File: config.mk
export PLATFORM = sky130hd
export DESIGN_NAME = i2c_script_table_sequencer_core_flat
export DESIGN_NICKNAME = d
export VERILOG_FILES = /design/src/rtl/i2cs_pkg.sv /design/src/rtl/i2cs_req_if.sv /design/src/rtl/i2cs_rsp_if.sv /design/src/rtl/i2cs_front.sv /design/src/rtl/i2cs_queue.sv /design/src/rtl/i2cs_back.sv /design/src/rtl/i2c_script_table_sequencer_core.sv /design/src/flat_wrapper.sv
export SDC_FILE = /design/constraint.sdc
export NUM_CORES = 1
export LEC_CHECK = 0
export ABC_AREA = 1
export ABC_CLOCK_PERIOD_IN_PS = 2840
export BUFFER_PORTS_ARGS = -buffer_cell sky130_fd_sc_hd__buf_4
export CAP_MARGIN = 30
export CORE_MARGIN = 3
export CORE_UTILIZATION = 61
export DETAILED_ROUTE_END_ITERATION = 6
export GPL_ROUTABILITY_DRIVEN = 1
export PLACE_DENSITY_LB_ADDON = 0.05
export SKIP_CTS_REPAIR_TIMING = 1
export SLEW_MARGIN = 40
export SYNTH_ARGS = -nofsm -noshare
export SYNTH_HDL_FRONTEND = slang
export SYNTH_SLANG_ARGS = --single-unit
File: constraint.sdc
create_clock -name clock -period 2.84 [get_ports clock]
set_input_delay 0 -clock clock [delete_from_list [all_inputs] [get_ports clock]]
set_output_delay 0 -clock clock [all_outputs]
set_load 0.1 [all_outputs]
File: src/rtl/i2cs_pkg.sv
`timescale 1ns / 1ps

package i2cs_pkg;

   typedef enum logic [2:0] {
      PH_COUNT  = 3'd0,
      PH_ADDR   = 3'd1,
      PH_DATA   = 3'd2,
      PH_LETTER = 3'd3,
      PH_BIT    = 3'd4,
      PH_SET    = 3'd5
   } phase_type;

   typedef enum logic [2:0] {
      OP_START = 3'd0,
      OP_DATA  = 3'd1,
      OP_STOP  = 3'd2,
      OP_PORT  = 3'd3,
      OP_END   = 3'd4
   } op_type;

   localparam logic [7:0] COUNT_END  = 8'h00;
   localparam logic [7:0] COUNT_PORT = 8'hFF;
   localparam logic [7:0] LETTER_B   = 8'h42;
   localparam logic [7:0] LETTER_C   = 8'h43;
   localparam logic [7:0] LETTER_D   = 8'h44;

   localparam logic [1:0] PORT_B = 2'd0;
   localparam logic [1:0] PORT_C = 2'd1;
   localparam logic [1:0] PORT_D = 2'd2;

   localparam int NUM_PORTS = 3;

   // one queued command; a stop result follows it when with_stop is set
   typedef struct packed {
      op_type     op;
      logic [7:0] byte_value;
      logic [1:0] port_index;
      logic [7:0] port_value;
      logic       with_stop;
   } entry_type;

endpackage

File: src/rtl/i2cs_req_if.sv
`timescale 1ns / 1ps

interface i2cs_req_if;
   logic       valid;
   logic       ready;
   logic [7:0] table_byte;

   modport source (output valid, output table_byte, input ready);
   modport sink   (input valid, input table_byte, output ready);
endinterface

File: src/rtl/i2cs_rsp_if.sv
`timescale 1ns / 1ps

interface i2cs_rsp_if;
   logic       valid;
   logic       ready;
   logic [2:0] op;
   logic [7:0] byte_value;
   logic [1:0] port_index;
   logic [7:0] port_value;
   logic       last;

   modport source (output valid, output op, output byte_value, output port_index,
                   output port_value, output last, input ready);
   modport sink   (input valid, input op, input byte_value, input port_index,
                   input port_value, input last, output ready);
endinterface

File: src/rtl/i2cs_front.sv
`timescale 1ns / 1ps

module i2cs_front (
   input  logic                clock,
   input  logic                reset,
   i2cs_req_if.sink            req_ch,
   input  logic                push_ready,
   output logic                push_valid,
   output i2cs_pkg::entry_type push_data
);
   import i2cs_pkg::*;

   phase_type  phase_ff, phase_in;
   logic [7:0] remaining_ff, remaining_in;
   logic [7:0] letter_ff, letter_in;
   logic [7:0] bit_ff, bit_in;
   logic [7:0] image_ff [NUM_PORTS];
   logic [7:0] image_in [NUM_PORTS];

   logic       accept;
   logic [7:0] b;
   logic [7:0] rem_dec;
   logic       letter_known;
   logic [1:0] idx;
   logic [7:0] cur_image;
   logic [7:0] mask;
   logic [7:0] new_image;

   assign req_ch.ready = push_ready;
   assign accept       = req_ch.valid && push_ready;
   assign b            = req_ch.table_byte;
   assign rem_dec      = remaining_ff - 8'd1;

   always_comb begin
      letter_known = 1'b1;
      idx          = PORT_B;
      case (letter_ff)
         LETTER_B: idx = PORT_B;
         LETTER_C: idx = PORT_C;
         LETTER_D: idx = PORT_D;
         default:  letter_known = 1'b0;
      endcase
   end

   always_comb begin
      case (idx)
         PORT_C:  cur_image = image_ff[1];
         PORT_D:  cur_image = image_ff[2];
         default: cur_image = image_ff[0];
      endcase
   end

   assign mask      = 8'd1 << bit_ff[2:0];
   assign new_image = (b != 8'd0) ? (cur_image | mask) : (cur_image & ~mask);

   always_comb begin
      phase_in     = phase_ff;
      remaining_in = remaining_ff;
      letter_in    = letter_ff;
      bit_in       = bit_ff;
      for (int i = 0; i < NUM_PORTS; i++) image_in[i] = image_ff[i];
      push_valid   = 1'b0;
      push_data    = '{op: OP_END, byte_value: 8'd0, port_index: 2'd0,
                       port_value: 8'd0, with_stop: 1'b0};
      if (accept) begin
         case (phase_ff)
            PH_COUNT: begin
               if (b == COUNT_END) begin
                  push_valid = 1'b1;
               end else if (b == COUNT_PORT) begin
                  phase_in = PH_LETTER;
               end else begin
                  remaining_in = b;
                  phase_in     = PH_ADDR;
               end
            end
            PH_ADDR, PH_DATA: begin
               remaining_in         = rem_dec;
               push_valid           = 1'b1;
               push_data.op         = (phase_ff == PH_ADDR) ? OP_START : OP_DATA;
               push_data.byte_value = b;
               if (rem_dec == 8'd0) begin
                  push_data.with_stop = 1'b1;
                  phase_in            = PH_COUNT;
               end else begin
                  phase_in = PH_DATA;
               end
            end
            PH_LETTER: begin
               letter_in = b;
               phase_in  = PH_BIT;
            end
            PH_BIT: begin
               bit_in   = b;
               phase_in = PH_SET;
            end
            PH_SET: begin
               phase_in = PH_COUNT;
               // bad letter or bit number of 8 or more: silently dropped
               if (letter_known && (bit_ff[7:3] == 5'd0)) begin
                  image_in[idx]        = new_image;
                  push_valid           = 1'b1;
                  push_data.op         = OP_PORT;
                  push_data.port_index = idx;
                  push_data.port_value = new_image;
               end
            end
            default: phase_in = PH_COUNT;
         endcase
      end
   end

   always_ff @(posedge clock) begin
      if (reset) begin
         phase_ff     <= PH_COUNT;
         remaining_ff <= 8'd0;
         letter_ff    <= 8'd0;
         bit_ff       <= 8'd0;
         for (int i = 0; i < NUM_PORTS; i++) image_ff[i] <= 8'd0;
      end else begin
         phase_ff     <= phase_in;
         remaining_ff <= remaining_in;
         letter_ff    <= letter_in;
         bit_ff       <= bit_in;
         for (int i = 0; i < NUM_PORTS; i++) image_ff[i] <= image_in[i];
      end
   end

endmodule

File: src/rtl/i2cs_queue.sv
`timescale 1ns / 1ps

module i2cs_queue #(
   parameter int DEPTH = 4
) (
   input  logic                clock,
   input  logic                reset,
   input  logic                push_valid,
   output logic                push_ready,
   input  i2cs_pkg::entry_type push_data,
   output logic                pop_valid,
   input  logic                pop_ready,
   output i2cs_pkg::entry_type pop_data
);
   import i2cs_pkg::*;

   localparam int PTR_W = (DEPTH > 1) ? $clog2(DEPTH) : 1;
   localparam int CNT_W = $clog2(DEPTH + 1);

   entry_type        mem_ff [DEPTH];
   logic [PTR_W-1:0] wr_ptr_ff, wr_ptr_in;
   logic [PTR_W-1:0] rd_ptr_ff, rd_ptr_in;
   logic [CNT_W-1:0] count_ff, count_in;
   logic             push;
   logic             pop;

   assign push_ready = (count_ff != CNT_W'(DEPTH));
   assign pop_valid  = (count_ff != '0);
   assign push       = push_valid && push_ready;
   assign pop        = pop_valid && pop_ready;
   assign pop_data   = mem_ff[rd_ptr_ff];

   always_comb begin
      wr_ptr_in = wr_ptr_ff;
      rd_ptr_in = rd_ptr_ff;
      count_in  = count_ff;
      if (push) begin
         wr_ptr_in = (wr_ptr_ff == PTR_W'(DEPTH - 1)) ? '0 : wr_ptr_ff + PTR_W'(1);
      end
      if (pop) begin
         rd_ptr_in = (rd_ptr_ff == PTR_W'(DEPTH - 1)) ? '0 : rd_ptr_ff + PTR_W'(1);
      end
      case ({push, pop})
         2'b10:   count_in = count_ff + CNT_W'(1);
         2'b01:   count_in = count_ff - CNT_W'(1);
         default: count_in = count_ff;
      endcase
   end

   always_ff @(posedge clock) begin
      if (push) mem_ff[wr_ptr_ff] <= push_data;
   end

   always_ff @(posedge clock) begin
      if (reset) begin
         wr_ptr_ff <= '0;
         rd_ptr_ff <= '0;
         count_ff  <= '0;
      end else begin
         wr_ptr_ff <= wr_ptr_in;
         rd_ptr_ff <= rd_ptr_in;
         count_ff  <= count_in;
      end
   end

endmodule

File: src/rtl/i2cs_back.sv
`timescale 1ns / 1ps

module i2cs_back (
   input  logic                clock,
   input  logic                reset,
   input  logic                pop_valid,
   output logic                pop_ready,
   input  i2cs_pkg::entry_type pop_data,
   i2cs_rsp_if.source          rsp_ch
);
   import i2cs_pkg::*;

   logic       valid_ff, valid_in;
   logic       stop_pending_ff, stop_pending_in;
   op_type     op_ff, op_in;
   logic [7:0] byte_ff, byte_in;
   logic [1:0] index_ff, index_in;
   logic [7:0] value_ff, value_in;
   logic       last_ff, last_in;
   logic       slot_free;

   assign slot_free = !valid_ff || rsp_ch.ready;
   // queue waits while a stop is still owed for the previous command
   assign pop_ready = slot_free && !stop_pending_ff;

   always_comb begin
      valid_in        = valid_ff;
      stop_pending_in = stop_pending_ff;
      op_in           = op_ff;
      byte_in         = byte_ff;
      index_in        = index_ff;
      value_in        = value_ff;
      last_in         = last_ff;
      if (slot_free) begin
         if (stop_pending_ff) begin
            valid_in        = 1'b1;
            stop_pending_in = 1'b0;
            op_in           = OP_STOP;
            byte_in         = 8'd0;
            index_in        = 2'd0;
            value_in        = 8'd0;
            last_in         = 1'b1;
         end else if (pop_valid) begin
            valid_in        = 1'b1;
            stop_pending_in = pop_data.with_stop;
            op_in           = pop_data.op;
            byte_in         = pop_data.byte_value;
            index_in        = pop_data.port_index;
            value_in        = pop_data.port_value;
            last_in         = !pop_data.with_stop;
         end else begin
            valid_in = 1'b0;
         end
      end
   end

   always_ff @(posedge clock) begin
      if (reset) begin
         valid_ff        <= 1'b0;
         stop_pending_ff <= 1'b0;
      end else begin
         valid_ff        <= valid_in;
         stop_pending_ff <= stop_pending_in;
      end
   end

   always_ff @(posedge clock) begin
      op_ff    <= op_in;
      byte_ff  <= byte_in;
      index_ff <= index_in;
      value_ff <= value_in;
      last_ff  <= last_in;
   end

   assign rsp_ch.valid      = valid_ff;
   assign rsp_ch.op         = op_ff;
   assign rsp_ch.byte_value = byte_ff;
   assign rsp_ch.port_index = index_ff;
   assign rsp_ch.port_value = value_ff;
   assign rsp_ch.last       = last_ff;

endmodule

File: src/rtl/i2c_script_table_sequencer_core.sv
`timescale 1ns / 1ps
// path: a result from a taken request goes into the command queue, then into the output register
// throughput: one request per cycle while the command queue has room; the output register
//    sends one result per cycle while rsp_ch.ready holds; a line end sends data, then stop
// reset: synchronous, active high; clears the parse phase, port images, queue and output
module i2c_script_table_sequencer_core #(
   parameter int QUEUE_DEPTH = 4
) (
   input  logic       clock,
   input  logic       reset,
   i2cs_req_if.sink   req_ch,
   i2cs_rsp_if.source rsp_ch
);
   import i2cs_pkg::*;

   logic      push_valid;
   logic      push_ready;
   entry_type push_data;
   logic      pop_valid;
   logic      pop_ready;
   entry_type pop_data;

   i2cs_front u_front (
      .clock      (clock),
      .reset      (reset),
      .req_ch     (req_ch),
      .push_ready (push_ready),
      .push_valid (push_valid),
      .push_data  (push_data)
   );

   i2cs_queue #(
      .DEPTH (QUEUE_DEPTH)
   ) u_queue (
      .clock      (clock),
      .reset      (reset),
      .push_valid (push_valid),
      .push_ready (push_ready),
      .push_data  (push_data),
      .pop_valid  (pop_valid),
      .pop_ready  (pop_ready),
      .pop_data   (pop_data)
   );

   i2cs_back u_back (
      .clock     (clock),
      .reset     (reset),
      .pop_valid (pop_valid),
      .pop_ready (pop_ready),
      .pop_data  (pop_data),
      .rsp_ch    (rsp_ch)
   );

   a_push_has_room: assert property (@(posedge clock) disable iff (reset)
      push_valid |-> push_ready)
      else $error("command pushed into a full queue");

   a_stop_is_last: assert property (@(posedge clock) disable iff (reset)
      (rsp_ch.valid && (rsp_ch.op == OP_STOP)) |-> rsp_ch.last)
      else $error("stop result without last");

   a_stop_follows: assert property (@(posedge clock) disable iff (reset)
      (rsp_ch.valid && rsp_ch.ready && !rsp_ch.last) |=>
         (rsp_ch.valid && (rsp_ch.op == OP_STOP)))
      else $error("stop did not follow a line end at once");

endmodule
File: src/flat_wrapper.sv
// flat-port wrapper written by rule: the top's interface ports become plain ports
module i2c_script_table_sequencer_core_flat import i2cs_pkg::*;
#(
   parameter int QUEUE_DEPTH = 4
)
  (clock, reset, req_ch_valid, req_ch_table_byte, req_ch_ready, rsp_ch_valid, rsp_ch_op, rsp_ch_byte_value, rsp_ch_port_index, rsp_ch_port_value, rsp_ch_last, rsp_ch_ready);
  i2cs_req_if req_ch_i ();
  i2cs_rsp_if rsp_ch_i ();
  input  logic clock;
  input  logic reset;
  input wire logic [$bits(req_ch_i.valid)-1:0] req_ch_valid;
  input wire logic [$bits(req_ch_i.table_byte)-1:0] req_ch_table_byte;
  output wire logic [$bits(req_ch_i.ready)-1:0] req_ch_ready;
  output wire logic [$bits(rsp_ch_i.valid)-1:0] rsp_ch_valid;
  output wire logic [$bits(rsp_ch_i.op)-1:0] rsp_ch_op;
  output wire logic [$bits(rsp_ch_i.byte_value)-1:0] rsp_ch_byte_value;
  output wire logic [$bits(rsp_ch_i.port_index)-1:0] rsp_ch_port_index;
  output wire logic [$bits(rsp_ch_i.port_value)-1:0] rsp_ch_port_value;
  output wire logic [$bits(rsp_ch_i.last)-1:0] rsp_ch_last;
  input wire logic [$bits(rsp_ch_i.ready)-1:0] rsp_ch_ready;
  assign req_ch_i.valid = req_ch_valid;
  assign req_ch_i.table_byte = req_ch_table_byte;
  assign req_ch_ready = req_ch_i.ready;
  assign rsp_ch_valid = rsp_ch_i.valid;
  assign rsp_ch_op = rsp_ch_i.op;
  assign rsp_ch_byte_value = rsp_ch_i.byte_value;
  assign rsp_ch_port_index = rsp_ch_i.port_index;
  assign rsp_ch_port_value = rsp_ch_i.port_value;
  assign rsp_ch_last = rsp_ch_i.last;
  assign rsp_ch_i.ready = rsp_ch_ready;
  i2c_script_table_sequencer_core #(.QUEUE_DEPTH(QUEUE_DEPTH)) u_core (.clock(clock), .reset(reset), .req_ch(req_ch_i), .rsp_ch(rsp_ch_i));
endmodule
# Yosys cells after proc, flatten, opt, wreduce, memory -nomap -nowiden
# Memory sizes are Yosys's and may differ from the RTL's. A register that Yosys moved wholly into a read port is not among the register bits.
# Cells that the tools add are included.
[totals] n_memories=2 ff_bits=58 inputBits=12 wordCells=127 output_inout_bits=24 ramBits=112
[mem_list] memory="u_core.u_queue.mem_ff" depth=4 word_bits=22 read_ports=1 rd_ports_with_merged_regs=1 write_ports=1 line="i2cs_queue.sv:20" rtl="entry_type mem_ff [DEPTH];"
[mem_list] memory="u_core.u_front.image_ff" depth=3 word_bits=8 read_ports=3 rd_ports_with_merged_regs=0 write_ports=3 line="i2cs_front.sv:17" rtl="logic [7:0] image_ff [NUM_PORTS];"
[classes] order_cmp=2 n_addsub=5 bitwise=7 n_mux=52 n_eq_ne=18 reduce_logical=26 shifts=1
[ops] operator="two-way mux 8 bit" n=10
[ops] operator="two-way mux 24 bit" n=3
[ops] operator="one-hot mux 8 bit (2 select lines)" n=2
[ops] operator="bitwise mux 24 bit" n=1
[ops] operator="equality test 8 x 7 -> 1 bit, second input constant" n=3
[ops] operator="two-way mux 22 bit" n=1
[ops] operator="two-way mux 10 bit" n=2
[ops] operator="two-way mux 1 bit" n=17
[ops] operator="demux 8 bit (select 2 bit)" n=1
[ops] operator="logical NOT 8 bit" n=2
[ops] operator="two-way mux 2 bit" n=7
[ops] operator="one-hot mux 3 bit (2 select lines)" n=2
[ops] operator="one-hot mux 3 bit (4 select lines)" n=1
[ops] operator="two-way mux 3 bit" n=3
[ops] operator="bitwise AND 8 bit" n=1
[ops] operator="equality test 2 bit, second input constant" n=4
[ops] operator="equality test 8 bit, second input constant" n=1
[ops] operator="NOT 8 bit" n=1
[ops] operator="bitwise OR 8 bit" n=1
[ops] operator="AND reduction 2 bit" n=4
[ops] operator="nonzero test 8 bit" n=1
[ops] operator="left shift 1 x 3 -> 8 bit, first input constant" n=1
[ops] operator="subtractor 8 x 1 -> 8 bit, second input constant" n=1
[ops] operator="equality test 3 x 2 -> 1 bit, second input constant" n=2
[ops] operator="other kinds (24)" n=39

# Logic depth before layout (Yosys ltp)
# Gate-level depths: netlist (run 1).
[logic_depth] word_depth=12 ltp_mapped=13 ltp_nobuf=13

# Modules after synthesis
# Synthesis (run 1) repeated with hierarchy kept, for this count alone.
[hier_totals] hier_cells=815 area_unflattened_um2=7713.6
[modules_own_cells] module="i2cs_queue" area_each_um2=3806.2 cells_per_inst=283 n_inst=1 seq_area_each_um2=2822.7
[modules_own_cells] module="i2cs_front" area_each_um2=2949.1 cells_per_inst=448 n_inst=1 seq_area_each_um2=1021.0
[modules_own_cells] module="i2cs_back" area_each_um2=958.4 cells_per_inst=84 n_inst=1 seq_area_each_um2=700.7

# Worst setup path after synthesis (run 1)
# OpenSTA, ideal clock, no wires.
[synth_path] path_type="register to register" from="reg u_core.u_queue.count_ff[1]" to="mem u_core.u_queue.mem_ff[2][0] (netlist bit), enable pin" required_time_ns=2.439 path_buffers=1 setup_time_ns=0.401 stages_incl_launch_ff=8 slack_ns=-0.009 period_less_slack_ns=2.849 arrival_time_ns=2.448 cell_sequence="dfxtp_1 > inv_1 > nand3_2 > nand2_2 > inv_1 > buf_4 > nand2_1 > nor2_1"
[synth_via] elab_chain_len=6
[synth_lines] element="from (decl)" line="i2cs_queue.sv:23" rtl="logic [CNT_W-1:0] count_ff, count_in;"
[synth_lines] element="from (signal assigned)" line="i2cs_queue.sv:62" rtl="count_ff <= count_in;"
[synth_lines] element="!= test 3 bit (*)" line="i2cs_queue.sv:27" rtl="assign push_ready = (count_ff != CNT_W'(DEPTH));"
[synth_lines] element="named net req_ch_ready" line="flat_wrapper.sv:13" rtl="output wire logic [$bits(req_ch_i.ready)-1:0] req_ch_ready;"
[synth_lines] element="logical AND 1 bit" line="i2cs_front.sv:30" rtl="assign accept = req_ch.valid && push_ready;"
[synth_lines] element="two-way mux 1 bit" line="i2cs_front.sv:65" rtl="if (accept) begin"
[synth_lines] element="logical AND 1 bit (*)" line="i2cs_queue.sv:29" rtl="assign push = push_valid && push_ready;"
[synth_lines] element="two-way mux 1 bit (*)" line="i2cs_queue.sv:51" rtl="if (push) mem_ff[wr_ptr_ff] <= push_data;"
[synth_lines] element="two-way mux 1 bit (not written as such) (*)" line="i2cs_queue.sv:51"
[synth_lines] element="to (decl)" line="i2cs_queue.sv:20"
# The timed path passes the listed nets; every way through them passes the cells marked *.

# Final worst setup path (run 1)
[layout_path] from="reg u_core.u_front.letter_ff[4]" to="reg u_core.u_queue.count_ff[2]"
[layout_via] elab_chain_len=10 elab_cells_between_ends=14 classes_between="eq/ne (5); mux (5); reduce/logical (4)"
[layout_lines] element="from (decl)" line="i2cs_front.sv:15" rtl="logic [7:0] letter_ff, letter_in;"
[layout_lines] element="from (signal assigned)" line="i2cs_front.sv:123" rtl="letter_ff <= letter_in;"
[layout_lines] element="equality test 8 x 7 -> 1 bit" line="i2cs_front.sv:37" rtl="case (letter_ff)"
[layout_lines] element="OR reduction 3 bit (no source line) (*)"
[layout_lines] element="two-way mux 1 bit (*)" line="i2cs_front.sv:37"
[layout_lines] element="logical AND 1 bit (*)" line="i2cs_front.sv:100" rtl="if (letter_known && (bit_ff[7:3] == 5'd0)) begin"
[layout_lines] element="two-way mux 1 bit (*)" line="i2cs_front.sv:100"
[layout_lines] element="one-hot mux 1 bit (3 select lines) (*)" line="i2cs_front.sv:66" rtl="case (phase_ff)"
[layout_lines] element="two-way mux 1 bit (*)" line="i2cs_front.sv:65"
[layout_lines] element="logical AND 1 bit (*)" line="i2cs_queue.sv:29"
[layout_lines] element="equality test 2 x 1 -> 1 bit or equality test 2 bit (tied branches)" line="i2cs_queue.sv:43" rtl="case ({push, pop})"
[layout_lines] element="one-hot mux 3 bit (2 select lines) or nonzero test 2 bit (tied branches)"
# Mark *: on every way between the ends. The rest lies on a longest branch, timed or not.
# A chain may end at the register's enable or synchronous reset.

==> results of run 1 <==
## worst min-delay path, stage by stage
cell and delay [ps]:
dlygate4sd3_1 530, buf_4 110, nor2_1 50, nand2_1 60
a21oi_1 60
## kinds of logic after synthesis
kind of cell,count (synthesis)
buffers and inverters,112
XOR/XNOR,1
adder cells (fa/ha/maj),13
AO/OA/AOI/OAI,191
AND/OR/NAND/NOR,276
flip-flops,172
## where the power goes
part           internal (mW)  total, mW  switching (mW)
logic                  0.769       3.34            2.57
registers               3.15       3.28           0.136
clock network           1.42       2.32           0.899
total                   5.33       8.94            3.61
## layout by cell type (no fill, tap or decap), types with 2 or more instances in the layout
| cell type | synthesis | layout |
|---|---|---|
| nand4_4 | 2 | 2 |
| nor2_1 | 149 | 145 |
| o21bai_1 | 5 | 5 |
| o21ai_1 | 4 | 4 |
| nand2_1 | 80 | 80 |
| o22ai_1 | 10 | 10 |
| buf_4 | 2 | 50 |
| clkinvlp_4 | 0 | 2 |
| bufinv_16 | 0 | 2 |
| o21ai_0 | 105 | 105 |
| dfxtp_1 | 62 | 62 |
| a221oi_1 | 2 | 2 |
| nor2_2 | 0 | 4 |
| clkbuf_16 | 0 | 19 |
| nand3_1 | 23 | 23 |
| nor4_1 | 3 | 3 |
| clkbuf_1 | 21 | 6 |
| nor3_4 | 1 | 2 |
| ha_1 | 12 | 11 |
| clkinv_2 | 0 | 2 |
| dlygate4sd3_1 | 0 | 11 |
| nand2_2 | 2 | 2 |
| nand3_2 | 2 | 2 |
| clkinv_1 | 2 | 2 |
| nor3_1 | 5 | 5 |
| nand4_2 | 2 | 2 |
| a21oi_1 | 61 | 61 |
| nand4_1 | 3 | 3 |
| edfxtp_1 | 110 | 110 |
| inv_1 | 80 | 80 |
## final cells by class
class                   instances  area, um2  share of cell area, %
well taps                     143      178.9                  2.104
inverters                      82      311.5                  3.664
multi-input cells             481       2390                  28.10
repair buffers                 61      485.5                  5.709
flip-flops and latches        172       4544                  53.44
clock buffers                  26      511.7                  6.018
clock inverters                 6      81.33                 0.9564
## sequential cells by signal, indices dropped and copies added (netlist names), named ones only
signal                           cells
u_core.u_back.rsp_ch.byte_value      8
u_core.u_back.rsp_ch.last            1
u_core.u_back.rsp_ch.op              3
u_core.u_back.rsp_ch.port_index      2
u_core.u_back.rsp_ch.port_value      8
u_core.u_back.rsp_ch.valid           1
u_core.u_back.stop_pending_ff        1
u_core.u_front.bit_ff                8
u_core.u_front.image_ff             24
u_core.u_front.letter_ff             8
u_core.u_front.phase_ff              3
u_core.u_front.remaining_ff          8
u_core.u_queue.count_ff              3
u_core.u_queue.mem_ff               88
u_core.u_queue.rd_ptr_ff             2
u_core.u_queue.wr_ptr_ff             2
## layer usage
metal  routed length, um  track usage, %  up-vias
li1                    -               -     2691
met1                6970           32.44     2644
met2                7868           41.08      206
met3                 938           5.326       25
met4                 251           9.203        0
met5                   0               0        -
## final timing paths
kind | startpoint | endpoint | slack [ps] | cells after the start
worst max-delay path | u_core.u_front.letter_ff[4]$_SDFFE_PP0P_ | u_core.u_queue.count_ff[2]$_SDFFE_PP0P_ | 280 | 12
worst min register to register | u_core.u_front.letter_ff[4]$_SDFFE_PP0P_ | u_core.u_front.letter_ff[4]$_SDFFE_PP0P_ | 460 | 2
worst max register to register | u_core.u_front.letter_ff[4]$_SDFFE_PP0P_ | u_core.u_queue.count_ff[2]$_SDFFE_PP0P_ | 280 | 12
worst min-delay path | rsp_ch_ready | u_core.u_back.stop_pending_ff$_SDFFE_PP0N_ | 420 | 5
==> reports/qor.yml, run 1 <==
async_flop_share_pct: 0
clock_latency_ps: 430
stdcell_count: 971
power-per-cell-area_nw_per_um2: 1051
die_y_um: 115.8
syn_inst: 765
dpl_cell_area_um2: 7787
synth_top_area_share_pct: 44.94
via_per_inst: 5.732
avgSynthCellArea_um2: 9.607
leakage_nw: 3.293
final_util_pct: 73.22
synthesis.area_um2: 7350
core-area_um2: 11610
antenna_found_initial: 0
finalNetCount: 840
port_buffers: 35
drc: 0
grt_start_max_net_pins: 45
muxShareOfSynthArea_pct: 0
hpwl_um: 10180
cp_max_fo: 6
cts_buffers: 17
worstPathArrival_ps: 2910
synthTopCellsByCount: "149 x nor2_1, 110 x edfxtp_1, 105 x o21ai_0"
die_x_um: 115.8
fp-row-count: 39
tns_ps: 0
die-area_um2: 13400
finClkSkew_ps: 6.660
routedWlPerCell_um: 16.51
hp-class: "input port to flop"
mappedNetlistNets: 790
fillers: 822
post-route-min-period_ps: 2559
place_inst: 928
yosysWarnings: 0
synth_compound_area_share_pct: 13.64
cpPeakStageDelay_ps: 390
grt_pass1_vias: 5244
start_kind: "flop"
synth_top_family_by_area: "simple AND/OR/NAND/NOR gates"
drive_gt1_share_pct: 11.11
synth_top_cell_by_area: "edfxtp_1"
fin_ws_ps: 280.6
drtPass1Iterations: 6
crit_chain: "nor4_2 > nand2_1 > nand2_2 > nand2_1 > nand3_1 > nand2_1 > ha_1 > fa_1 > nor2_1 > nor2_1 > and3_1 > nor3_1"
whs_ps: 422.5
vias: 5566
synth_cell_type_count: 36
synth_area_leaders: "edfxtp_1 45%, dfxtp_1 17%, nor2_1 7.6%"
ys_seq_area_share_pct: 61.83
setup_viol: 0
hold_violations: 0
cpLargestDelayFamily: "simple AND/OR/NAND/NOR gates"
diodes: 0
cts_tree: "yes"
synthAdderAreaFrac_pct: 2.315
dpl_worst_slack_ps: 228.8
clkTransAtPathRegs_ps: 60
synthSimpleGateAreaFrac_pct: 16.19
worst_slew_pin_slew_ps: 722.5
drv_slew: 0
max_freq_ghz: 0.3907
end_kind: "flop"
status: "finished, final reports clean"
post-route-period-util_pct: 90.12
io_pins: 36
yosysMostFrequentCell: "nor2_1"
grt_pass1_wl_um: 25610
cts.sinks: 172
maxSlewHeadroom_pct: 51.78
maxCapViolCount: 0
synth_xor_xnor_area_share_pct: 0.1192
initial_core_util_pct: 63.28
crit_type: "flop to flop"
cp.required_ps: 3190
wl_um: 16030
syn_to_final_growth_pct: 15.70
synth_seq_cells: 172
grt.total_usage_pct: 24.82
vdd_drop_max_mv: 0.5527
gr-total-overflow: 0
crit_buf_inv: 0
synthFlopType: "edfxtp_1"
drtIter0Drc: 540
h-tree-depth: 4
grt_setup_unrepaired: "no"
design_area_um2: 8503
power.total_mw: 8.940
critPathSlowestCell: "fa_1"
synth-edff-count: 110
gp_congestion: 0.8740
cpMostUsedCell: "nand2_1"
cts_buffer_depth: 2
cts-root-buf: "clkbuf_16"
antenna_left: 0
No activity file was read; power rests on OpenSTA's default activity.
==> run 2, diff against run 1 <==
REMOVE_ABC_BUFFERS = 1   (was unset)
==> run 2 against run 1 <==
Effect of this change: worst setup slack worse by 12 ps; non-clock buffer count is 2 higher; clock skew is 4.8 ps higher; sequential power hardly changed; power is 0.84% higher; first-iteration DRC count is 15% lower; critical path depth stayed put; register-to-register slack hardly changed; sequential share of layout area is 0.17 points lower; combinational power hardly changed; cell area is 0.32% higher; critical endpoint unchanged; largest cell class unchanged.
==> reports/qor.yml, run 2 (synthesized netlist as in run 1, its figures left out) <==
status: "finished, final reports clean"
crit_type: "flop to flop"
power-per-cell-area_nw_per_um2: 1057  # +0.52%
grt_pass1_wl_um: 25030  # -2.3%
cp.required_ps: 3190  # about the same
final_util_pct: 73.45  # +0.24 points
syn_to_final_growth_pct: 16.07
die_y_um: 115.8  # unchanged
cts_buffers: 17  # unchanged
cp_max_fo: 6  # unchanged
hp-class: "input port to flop"
largest_register_ffs: 88  # unchanged
leakage_nw: 3.306  # +0.39%
drive_gt1_share_pct: 11.33  # +0.21 points
cpLargestDelayFamily: "simple AND/OR/NAND/NOR gates"
cts-root-buf: "clkbuf_16"
ff_latch_area_um2: 4544  # unchanged
antenna_found_initial: 0  # unchanged
crit_chain: "nor4_2 > nand2_1 > nand2_2 > nand2_1 > nand3_1 > nand2_1 > ha_1 > fa_1 > nor2_1 > nor2_1 > and3_1 > nor3_1"
fillers: 813  # -1.1%
finalNetCount: 842  # +0.24%
h-tree-depth: 4  # unchanged
multiInputGateArea_um2: 2390  # unchanged
cpMostUsedCell: "nand2_1"
cts_tree: "yes"
clock_latency_ps: 430  # about the same
drtPass1Iterations: 5  # -1
maxCapViolCount: 0  # unchanged
largest_register: "u_core.u_queue.mem_ff"
hold_violations: 0  # unchanged
end_kind: "flop"
grt_start_max_net_pins: 45  # unchanged
hpwl_um: 10050  # -1.3%
gr-total-overflow: 0  # unchanged
setup_viol: 0  # unchanged
cts_buffer_depth: 2  # unchanged
die_x_um: 115.8  # unchanged
cts.sinks: 172  # unchanged
clkTransAtPathRegs_ps: 60  # about the same
reg_top3: "u_core.u_queue.mem_ff x88, u_core.u_front.image_ff x24"
max_freq_ghz: 0.3889  # -0.45%
critPathSlowestCell: "fa_1"
finClkSkew_ps: 11.43  # +4.767 ps
start_kind: "flop"
crit_buf_inv: 0  # unchanged
post-route-min-period_ps: 2571  # +11.66 ps
power.total_mw: 9.016  # +0.84%
maxSlewHeadroom_pct: 52.92  # +1.1 points
cpPeakStageDelay_ps: 410  # +20 ps
drtIter0Drc: 461  # -15%
worstPathArrival_ps: 2920  # about the same
io_pins: 36  # unchanged
via_per_inst: 5.625  # -1.9%
vdd_drop_max_mv: 0.5294  # -4.2%
grt.total_usage_pct: 24.51  # -0.31 points
fp-row-count: 39  # unchanged
worst_slew_pin_slew_ps: 697.1  # -25.35 ps
core-area_um2: 11610  # unchanged
grt_setup_unrepaired: "no"
post-route-period-util_pct: 90.53  # +0.41 points
die-area_um2: 13400  # unchanged
mostFrequentLayoutCells: "145 x nor2_1, 110 x edfxtp_1, 105 x o21ai_0"
initial_core_util_pct: 63.28  # unchanged
final_common_cell: "nor2_1"
drv_slew: 0  # unchanged
wl_um: 15770  # -1.6%
routedWlPerCell_um: 16.20  # -1.8%
drc: 0  # unchanged
port_buffers: 35  # unchanged
gp_congestion: 0.9288  # +6.3%
diodes: 0  # unchanged
grt_pass1_vias: 5044  # -3.8%
vias: 5473  # -1.7%
antenna_left: 0  # unchanged
run 2: cell count changes in the layout (fill, tap and decap cells not counted), sizes merged:
cell,before,now
clkbuf,26,18
clkinv,4,7
bufinv,2,4
inv,80,82
buf,50,51
clkinvlp,2,3
dlygate4sd3,11,12
run 2: final timing paths:
kind | startpoint | endpoint | slack [ps] | depth (start not counted)
setup / recovery | u_core.u_front.letter_ff[4]$_SDFFE_PP0P_ | u_core.u_queue.count_ff[2]$_SDFFE_PP0P_ | 270 | 12
hold / removal | req_ch_table_byte[4] | u_core.u_front.letter_ff[4]$_SDFFE_PP0P_ | 420 | 4
setup reg to reg | u_core.u_front.letter_ff[4]$_SDFFE_PP0P_ | u_core.u_queue.count_ff[2]$_SDFFE_PP0P_ | 270 | 12
hold reg to reg | u_core.u_front.letter_ff[4]$_SDFFE_PP0P_ | u_core.u_front.letter_ff[4]$_SDFFE_PP0P_ | 460 | 2
run 2: report_power, final:
| part | switching, mW | internal [mW] | total, mW | leakage (nW) |
|---|---|---|---|---|
| sequential | 0.154 | 3.15 | 3.30 | 1.54 |
| combinational | 2.55 | 0.786 | 3.34 | 1.48 |
| clock | 0.919 | 1.46 | 2.38 | 0.288 |
run 2: per-stage QoR:
stage	area [um2]	hold slack, ps	setup TNS [ps]	cells	setup WS [ps]
2_1_floorplan	7223	69.07	-3956	735	-44.96
3_3_place_gp	7795	289.9	0	929	389.2
3_5_place_dp	7795	293.6	0	929	241.9
4_1_cts	8398	-153.7	0	961	194.8
5_1_grt	8531	446.3	0	973	7.000
6_report	8531	421.9	0	973	269.0
run 2: metal layers:
layer | vias up | GRT usage, % | wire length [um]
met1 | 2560 | 32.37 | 6975
met2 | 188 | 40.47 | 7677
met3 | 24 | 5.640 | 935
met5 | - | 0 | 0
li1 | 2701 | - | -
met4 | 0 | 7.966 | 178
run 2: worst register-to-register path, delay by kind of cell (launching register included):
kind,cells,cell delay [ps]
adders and majority gates,2,660
and+or+nand+nor,10,1510
DFF,1,320
run 2: layout make-up:
type                            count  area share, %
Clock inverter                     14          2.039
Multi-Input combinational cell    481          28.01
Tap cell                          143          2.097
Timing Repair Buffer               63          5.896
Clock buffer                       18          5.031
Inverter                           82          3.652
Sequential cell                   172          53.27
==> run 3, diff against run 2 <==
PLACE_DENSITY = 0.79   (was unset)
PLACE_DENSITY_LB_ADDON = unset   (was 0.05)
==> run 3 against run 2 <==
Effect of this change: via count increased by 4.5%; sequential share of layout area increased by 0.43 points; global-route usage increased by 0.32 points; flip-flop and latch count unchanged; worst setup slack got worse by 130 ps; clock skew decreased by 3.5 ps; worst hold slack got worse by 2.1 ps; sequential power about the same; final cell count decreased by 0.21%.
==> reports/qor.yml, run 3 (synthesized netlist as in run 1, its figures left out) <==
status: "finished, final reports clean"
die_x_um: 115.8  # unchanged
finalNetCount: 841  # -0.12%
power-per-cell-area_nw_per_um2: 1021  # -3.4%
maxSlewHeadroom_pct: 52.88  # about the same
initial_core_util_pct: 63.28  # unchanged
grt_start_max_net_pins: 45  # unchanged
hpwl_um: 9942  # -1.1%
critPathSlowestCell: "dfxtp_1"
post-route-period-util_pct: 95.22  # +4.7 points
power.total_mw: 8.643  # -4.1%
cts_buffers: 17  # unchanged
worstPathArrival_ps: 2830  # -90 ps
tns_ps: 0  # unchanged
clock_latency_ps: 420  # about the same
drtPass1Iterations: 6  # +1
post-route-min-period_ps: 2704  # +133.3 ps
clkTransAtPathRegs_ps: 60  # about the same
cts_buffer_depth: 2  # unchanged
drv_slew: 0  # unchanged
hold_violations: 0  # unchanged
cp.required_ps: 2970  # -220 ps
grt.total_usage_pct: 24.83  # +0.32 points
io_pins: 36  # unchanged
wl_um: 16370  # +3.8%
cts-root-buf: "clkbuf_16"
antenna_left: 0  # unchanged
multiInputGateArea_um2: 2425  # +1.5%
met3_usage_pct: 4.752  # -0.89 points
drtIter0Drc: 747  # +62%
die-area_um2: 13400  # unchanged
h-tree-depth: 4  # unchanged
max_freq_ghz: 0.3698  # -4.9%
largest_register: "u_core.u_queue.mem_ff"
crit_type: "flop to flop"
ff_latch_area_um2: 4544  # unchanged
via_per_inst: 5.892  # +4.7%
maxCapViolCount: 0  # unchanged
die_y_um: 115.8  # unchanged
grt_pass1_wl_um: 25470  # +1.8%
antenna_found_initial: 0  # unchanged
gp_congestion: 0.8397  # -9.6%
vdd_drop_max_mv: 0.5523  # +4.3%
r2r_setup_slack_ps: 140  # -130 ps
dpl_worst_slack_ps: 89.00  # -152.9 ps
syn_to_final_growth_pct: 15.13
fin_ws_ps: 135.7  # -133.3 ps
grt_setup_unrepaired: "no"
mostFrequentLayoutCells: "146 x nor2_1, 110 x edfxtp_1, 103 x o21ai_0"
grt.met2_usage_pct: 42.12  # +1.6 points
final_common_cell: "nor2_1"
largest_register_ffs: 88  # unchanged
port_buffers: 35  # unchanged
finClkSkew_ps: 7.969  # -3.458 ps
gr-total-overflow: 0  # unchanged
vias: 5721  # +4.5%
cts.sinks: 172  # unchanged
core-area_um2: 11610  # unchanged
cpPeakStageDelay_ps: 340  # -70 ps
met1_usage_pct: 30.74  # -1.6 points
hp-class: "input port to flop"
crit_chain: "nor4_4 > nand2_1 > nor2_1 > inv_1 > ha_1 > inv_1 > o22ai_1 > o21bai_1 > o21ai_0 > inv_1 > nor2_1"
routedWlPerCell_um: 16.86  # +4.1%
grt_pass1_vias: 5320  # +5.5%
drive_gt1_share_pct: 11.23  # -0.093 points
busiest_layer: "met2"
leakage_nw: 3.259  # -1.4%
cpMostUsedCell: "inv_1"
end_kind: "flop"
worst_slew_pin_slew_ps: 706.1  # +8.976 ps
fillers: 782  # -3.8%
drc: 0  # unchanged
fp-row-count: 39  # unchanged
cts_tree: "yes"
start_kind: "flop"
reg_top3: "u_core.u_queue.mem_ff x88, u_core.u_front.image_ff x24"
cp_max_fo: 6  # unchanged
setup_viol: 0  # unchanged
diodes: 0  # unchanged
run 3: changes by cell type in the layout (fill, tap and decap cells not counted), sizes merged:
cell and delta:
dlygate4sd3 -1, clkinv +3, inv -1, bufinv -3
buf -1, clkinvlp +1
run 3: final timing paths:
| kind | startpoint | endpoint | depth (start not counted) |
|---|---|---|---|
| max reg2reg | u_core.u_front.letter_ff[4]$_SDFFE_PP0P_ | u_core.u_queue.mem_ff[1][6]$_DFFE_PP_ | 11 |
| min reg2reg | u_core.u_front.letter_ff[3]$_SDFFE_PP0P_ | u_core.u_front.letter_ff[3]$_SDFFE_PP0P_ | 2 |
| max | u_core.u_front.letter_ff[4]$_SDFFE_PP0P_ | u_core.u_queue.mem_ff[1][6]$_DFFE_PP_ | 11 |
| min | rsp_ch_ready | u_core.u_back.stop_pending_ff$_SDFFE_PP0N_ | 5 |
run 3: area by class of cell:
cell class | instances | share of cell area [%]
inverter | 82 | 3.682
multi-input combinational | 481 | 28.66
clock inverter | 13 | 0.9759
timing repair buffer | 61 | 5.737
timing repair inverter | 1 | 0.05915
sequential | 172 | 53.70
clock buffer | 18 | 5.072
tap | 143 | 2.114
run 3: worst max-delay path: cells and delay by family (launching register included):
kind / cells / cell delay, ps
buffers and inverters: 3 / 520
adder cells (fa/ha/maj): 1 / 330
flip-flops: 1 / 340
AO/OA/AOI/OAI: 3 / 450
AND/OR/NAND/NOR: 4 / 760
run 3: power breakdown:
group | leakage [nW] | switching [mW] | total (mW) | internal [mW]
Clock | 0.244 | 0.864 | 2.03 | 1.17
Sequential | 1.54 | 0.140 | 3.29 | 3.15
Combinational | 1.48 | 2.57 | 3.32 | 0.753
Total | 3.26 | 3.57 | 8.64 | 5.07
run 3: stage by stage:
| step | utilization [%] | cell area [um2] | cells | hold WS [ps] |
|---|---|---|---|---|
| finish | 72.86 | 8462 | 971 | 419.8 |
| global route | 72.86 | 8462 | 971 | 447.5 |
| CTS | 71.31 | 8282 | 957 | -151.6 |
| detailed placement | 66.90 | 7770 | 926 | 293.1 |
| global placement | 66.90 | 7770 | 926 | 282.9 |
| floorplan | - | 7223 | 735 | 69.07 |
run 3: routing by layer:
metal  wire (um)  share of wire (%)
met5           0                  0
met4         417                2.5
met3        1086                6.6
met2        8238                 50
met1        6628                 40
